`src/rtl/pcsb_pkg.sv`:
```
// Shared types, constants and trig tables for the point-to-scan-bin block.
// No dependencies; every other file in rtl/ uses this package.
package pcsb_pkg;

  localparam int NUM_BINS  = 360;
  localparam int BIN_W     = 9;
  localparam int COORD_W   = 18;
  localparam int HGT_W     = 18;
  localparam int RANGE_W   = 16;
  localparam int SQ_W      = 36;
  localparam int ROOT_W    = SQ_W / 2;
  localparam int TAB_W     = 32;
  localparam int PROD_W    = COORD_W + TAB_W;
  localparam int CFG_IDX_W = 2;
  localparam int CFG_W     = 18;

  localparam logic [CFG_IDX_W-1:0] CFG_MIN_HEIGHT  = 2'd0;
  localparam logic [CFG_IDX_W-1:0] CFG_MAX_HEIGHT  = 2'd1;
  localparam logic [CFG_IDX_W-1:0] CFG_EMPTY_RANGE = 2'd2;

  localparam logic signed [HGT_W-1:0] MIN_HEIGHT_RST  = -18'sd131072;
  localparam logic signed [HGT_W-1:0] MAX_HEIGHT_RST  = 18'sd131071;
  localparam logic [RANGE_W-1:0]      EMPTY_RANGE_RST = 16'd11000;

  localparam longint PI_Q30      = 64'sd3373259426;
  localparam longint HALF_PI_Q30 = 64'sd1686629713;
  localparam longint ONE_Q30     = 64'sd1073741824;
  localparam int     TAYLOR_TERMS = 13;

  // Taylor term denominators: (2n+2)(2n+3) for sine, (2n+1)(2n+2) for cosine
  localparam longint SIN_DEN [TAYLOR_TERMS] = '{
    6, 20, 42, 72, 110, 156, 210, 272, 342, 420, 506, 600, 702
  };
  localparam longint COS_DEN [TAYLOR_TERMS] = '{
    2, 12, 30, 56, 90, 132, 182, 240, 306, 380, 462, 552, 650
  };

  typedef enum logic [2:0] {
    ST_UPDATED = 3'd0,
    ST_FARTHER = 3'd1,
    ST_INVALID = 3'd2,
    ST_HEIGHT  = 3'd3,
    ST_ANGLE   = 3'd4,
    ST_READ    = 3'd5
  } status_e;

  typedef logic signed [TAB_W-1:0] trig_tab_t [NUM_BINS];

  // cos/sin of bin edge angles in Q30, Taylor series about pi/2, truncating divides
  function automatic trig_tab_t build_trig(input bit want_sin);
    trig_tab_t t;
    longint    a, b, b2, ts, tc, ss, cs;
    t[0] = want_sin ? '0 : TAB_W'(ONE_Q30);
    for (int k = 1; k < NUM_BINS; k++) begin
      a  = (longint'(k) * PI_Q30) / NUM_BINS;
      b  = a - HALF_PI_Q30;
      b2 = (b * b) / ONE_Q30;
      ts = b;
      tc = ONE_Q30;
      ss = 0;
      cs = 0;
      for (int n = 0; n < TAYLOR_TERMS; n++) begin
        ss = ss + ts;
        cs = cs + tc;
        ts = -((ts * b2) / ONE_Q30) / SIN_DEN[n];
        tc = -((tc * b2) / ONE_Q30) / COS_DEN[n];
      end
      t[k] = want_sin ? TAB_W'(cs) : TAB_W'(-ss);
    end
    return t;
  endfunction

  localparam trig_tab_t COS_TAB = build_trig(1'b0);
  localparam trig_tab_t SIN_TAB = build_trig(1'b1);

endpackage

```
`src/rtl/pcsb_isqrt.sv`:
```
// Range unit: registered squares, then floor(sqrt(x^2+z^2)) one root bit a cycle.
// Depends on pcsb_pkg.
module pcsb_isqrt (
  input  logic                                clk_i,
  input  logic                                rst_ni,
  input  logic                                start_i,
  input  logic signed [pcsb_pkg::COORD_W-1:0] x_i,
  input  logic signed [pcsb_pkg::COORD_W-1:0] z_i,
  output logic                                done_o,
  output logic [pcsb_pkg::ROOT_W-1:0]         root_o
);
  import pcsb_pkg::*;

  localparam logic [1:0] SQ_IDLE = 2'd0;
  localparam logic [1:0] SQ_MUL  = 2'd1;
  localparam logic [1:0] SQ_SUM  = 2'd2;
  localparam logic [1:0] SQ_RUN  = 2'd3;

  logic [1:0]                state_q;
  logic                      done_q;
  logic signed [COORD_W-1:0] x_q, z_q;
  logic signed [SQ_W-1:0]    xx_q, zz_q;
  logic [SQ_W-1:0]           v_q, res_q, bit_q;
  logic [SQ_W:0]             trial;
  logic                      take;

  assign trial = {1'b0, res_q} + {1'b0, bit_q};
  assign take  = {1'b0, v_q} >= trial;

  always_ff @(posedge clk_i) begin
    if (start_i) begin
      x_q <= x_i;
      z_q <= z_i;
    end
    xx_q <= SQ_W'(x_q) * SQ_W'(x_q);
    zz_q <= SQ_W'(z_q) * SQ_W'(z_q);
  end

  always_ff @(posedge clk_i or negedge rst_ni) begin
    if (!rst_ni) begin
      state_q <= SQ_IDLE;
      done_q  <= 1'b0;
      v_q     <= '0;
      res_q   <= '0;
      bit_q   <= '0;
    end else begin
      done_q <= 1'b0;
      case (state_q)
        SQ_IDLE: if (start_i) state_q <= SQ_MUL;
        SQ_MUL:  state_q <= SQ_SUM;
        SQ_SUM: begin
          v_q     <= SQ_W'(xx_q) + SQ_W'(zz_q);
          res_q   <= '0;
          bit_q   <= {2'b01, {(SQ_W - 2){1'b0}}};
          state_q <= SQ_RUN;
        end
        SQ_RUN: begin
          if (take) begin
            v_q   <= v_q - trial[SQ_W-1:0];
            res_q <= (res_q >> 1) + bit_q;
          end else begin
            res_q <= res_q >> 1;
          end
          bit_q <= bit_q >> 2;
          if (bit_q[0]) begin
            state_q <= SQ_IDLE;
            done_q  <= 1'b1;
          end
        end
        default: state_q <= SQ_IDLE;
      endcase
    end
  end

  assign done_o = done_q;
  assign root_o = res_q[ROOT_W-1:0];

endmodule

```
`config.mk`:
```
export PLATFORM = sky130hd
export DESIGN_NAME = pcsb_isqrt
export DESIGN_NICKNAME = d
export VERILOG_FILES = /design/src/rtl/pcsb_pkg.sv /design/src/rtl/pcsb_isqrt.sv
export SDC_FILE = /design/constraint.sdc
export NUM_CORES = 2
export LEC_CHECK = 0
export ABC_AREA = 1
export ABC_CLOCK_PERIOD_IN_PS = 5900
export BUFFER_PORTS_ARGS = -buffer_cell sky130_fd_sc_hd__buf_2
export CAP_MARGIN = 20
export CORE_MARGIN = 5
export CORE_UTILIZATION = 55
export CTS_CLUSTER_DIAMETER = 100
export DETAILED_ROUTE_END_ITERATION = 12
export PLACE_DENSITY = 0.74
export SYNTH_ARGS = -nofsm -noshare
export SYNTH_HDL_FRONTEND = slang
export SYNTH_SLANG_ARGS = --single-unit
```
`constraint.sdc`:
```
create_clock -name clk_i -period 5.9 [get_ports clk_i]
set_input_delay 1.475 -clock clk_i [delete_from_list [all_inputs] [get_ports clk_i]]
set_output_delay 1.475 -clock clk_i [all_outputs]
set_load 0.01 [all_outputs]
```
==> impl_results.md <==
- Placed Cells: just over 6000
- Worst setup SP type: flop
- Drt wl/cell: between 15 and 20 microns
- Outcome: completed
- DRT Pass-1 Iters: 7
- Slew Limit Headroom: between 20% and 30%
- Initial antenna violation count: 4
- Crit end category: flop
- Global-route usage over all layers: 28.0%
- Final HPWL DP: approximately 86 mm
- Post-synthesis sequential area ratio: about an eighth
- Hold_buf cts: 0
- Largest area contributor in the netlist: fa_1
- Fin nets: between 6000 and 7000
- WS Path Type: reg2reg
- Area fraction of the dominant cell type after synthesis: 30.8%
- Syn Area/Cell: 7.50 sq um
- First-pass GRT wire length: ~170 mm
- Root buf cell: clkbuf_16
- Site Rows: 96
- Crit path max fanout: 7
- GRT overflow: 0
- Max-Cap Viols: 0
- CP Launch Point: x_q[16]
- Achievable frequency: between 150 and 200 MHz
- RSZ-0062 raised after global routing: yes
- Ys async rst share: roughly 47%
- Crit path max-delay family: adder cells
- Via/cell ratio: ~5.2
- Final setup TNS: 0 ns
- Hold Vio Cnt, Final: 0
- Syn-to-layout area delta: 8.45%
- FF-to-FF Start: x_q[16]
- Via count: 32200
- Crit path DAT: 6.13 ns
- Slowest CP cell: edfxtp_1
- Fillers: between 6000 and 7000
- WP data required: 6.32 ns
- Slew Limit Fails: 0
- Netlist Area Pre-Place: 0.0381 sq mm
- EDFF count, synth: 36
- Period utilisation layout: 96.8%
- Die ar.: ~0.075 sq mm
- YS warnings: 0
- Area contributors post-synth: fa_1 31%, inv_1 13%, nand2_1 12%
- Setup Skew: 0.0213 ns
- Critical Path Max Stage Delay: between 0.5 and 0.6 ns
- Hold/Removal Path Class: reg2reg
- Crit-path cells: buf_4 > nand2_1 > inv_1 > fa_1 > inv_1 > fa_1 > fa_1 > inv_1 > fa_1 > fa_1 > inv_1 > fa_1 > inv_1 > ha_1 > nand2_1 > nor2_1 > inv_1 > nor2_2 > nand3_1 > nand3_1 > buf_4 > xor2_1
- Num CTS Buffers: 17
- Io pins: slightly below 60
- Hold Crit Start: v_q[0]
- Main synth FF type: dfrtp_1
- CP bufs+invs: 8
- Final std cells w/o fill: between 6000 and 7000
- Tmin final: approximately 5.7 ns
- Port buffer count: 57
- Antenna diodes: 0
- GP Congestion: between 0.9 and 1
- Post-route ant nets: 0
- Die height: roughly 270 microns
- Die width: around 270 microns
- Count of cell types in the netlist: 53
- Share of layout cells above drive strength 1: under 10%
- Total length of routed wires: between 100 and 150 mm
- Syn nets: between 6000 and 7000
- Cell count after synthesis: about 5100
- Core area: 0.0687 sq mm
- Clk slew on worst S/H paths: about 0.090 ns
- TritonCTS clock tree: yes
- H-tree Lvls: 4
- CTS Buffer Depth: 2
- FF+latch count, synth: approximately 200
- # clock sinks: about 200
- Largest net degree at the start of global routing: 69
- Worst-Skew Late Latency: ~0.52 ns
- Slew @ Worst Pin: ~1.1 ns
- DR DRC count: 0
- Starting density of the core: approximately 56%
- Vias in the first global route: 33100
- Initial drt markers: 2076
- Final setup viols: 0
## timing repair
action / 4_1_cts / 5_1_grt
endpoints found under the setup margin: 4 / 35
resized for setup: 1 / 99
pin swaps: 0 / 6
buffers inserted: 7 / 42
## cells by family (layout without fill, tap and decap cells)
logic type	count (synthesis)	in the layout	synth area share, %
adder cells (fa/ha/maj)	914	914	41.5
flip-flops	199	199	12.6
buffers and inverters	1447	1574	14.6
AO/OA/AOI/OAI	454	454	6.66
AND/OR/NAND/NOR	1909	1909	20.8
XOR/XNOR	166	166	3.85
## final timing paths
check	slack, ns	cells after the start	to
min	0.48	2	v_q[0]
max in group asynchronous	3.79	2	bit_q[34]
min reg2reg	0.48	2	v_q[0]
min in group asynchronous	1.02	1	v_q[8]
max reg2reg	0.19	22	xx_q[26]
max	0.19	22	xx_q[26]
## through the flow
stage          cell area [sq um]  hold slack, ns  utilization [%]  worst slack, ns
2_1_floorplan              38100           0.346                -            0.230
3_3_place_gp               40100           0.457             58.3           0.0296
6_report                   41400           0.482             60.2            0.187
3_5_place_dp               40100           0.459             58.3          -0.0894
5_1_grt                    41400           0.507             60.2          -0.0746
4_1_cts                    40700           0.480             59.3          0.00144
## per-layer routing
layer	vias up	global-route usage, %	share of wire (%)
met5	-	0	0.044
met4	6	8.87	3.2
met3	195	3.88	5.9
met2	947	48.0	48
met1	15500	37.0	42
li1	15500	-	-
## final cells by class
| class | count | area [sq um] | share of cell area (%) |
|---|---|---|---|
| Tap cell | 931 | 1160 | 2.82 |
| Multi-Input combinational cell | 3443 | 28100 | 67.9 |
| Clock buffer | 17 | 425 | 1.03 |
| Clock inverter | 15 | 190 | 0.460 |
| Timing Repair Buffer | 236 | 1790 | 4.33 |
| Inverter | 1306 | 4910 | 11.9 |
| Sequential cell | 199 | 4810 | 11.6 |
## tightest hold or removal path, delay by kind of cell (launching register included)
kind	cells	cell delay, ns
flip-flops	1	0.35
AND/OR/NAND/NOR	2	0.10
## state kept, by name, indices dropped and copies added (netlist names)
| signal | flops |
|---|---|
| bit_q | 18 |
| done_o | 1 |
| res_q | 36 |
| state_q | 2 |
| v_q | 36 |
| x_q | 18 |
| xx_q | 35 |
| z_q | 18 |
| zz_q | 35 |
## cells in the mapped netlist, drive strengths merged, types with 4 or more instances
library cell,number
inv,1304
nand2,1242
fa,587
ha,327
nor2,261
nand3,258
a21oi,192
o21ai,149
xor2,101
dfrtp,93
clkbuf,78
dfxtp,70
xnor2,64
buf,63
nand4,55
edfxtp,36
o21bai,35
nor3,34
nand3b,29
a21o,20
o22ai,19
a21boi,11
or2,11
nor4,9
a31oi,7
o211ai,6
and2,5
a31o,4
and3,4
## cell usage in the layout, fill, tap and decap left out, types with 93 or more instances in the layout
master	count
a21oi_1	171
buf_4	164
dfrtp_1	93
fa_1	581
ha_1	309
inv_1	1298
nand2_1	1230
nand3_1	253
nor2_1	253
o21ai_0	132
xor2_1	99
Power is left out: the tool's default activity adds up to more than one toggle a clock period on the data nets, which glitch-free logic cannot reach.
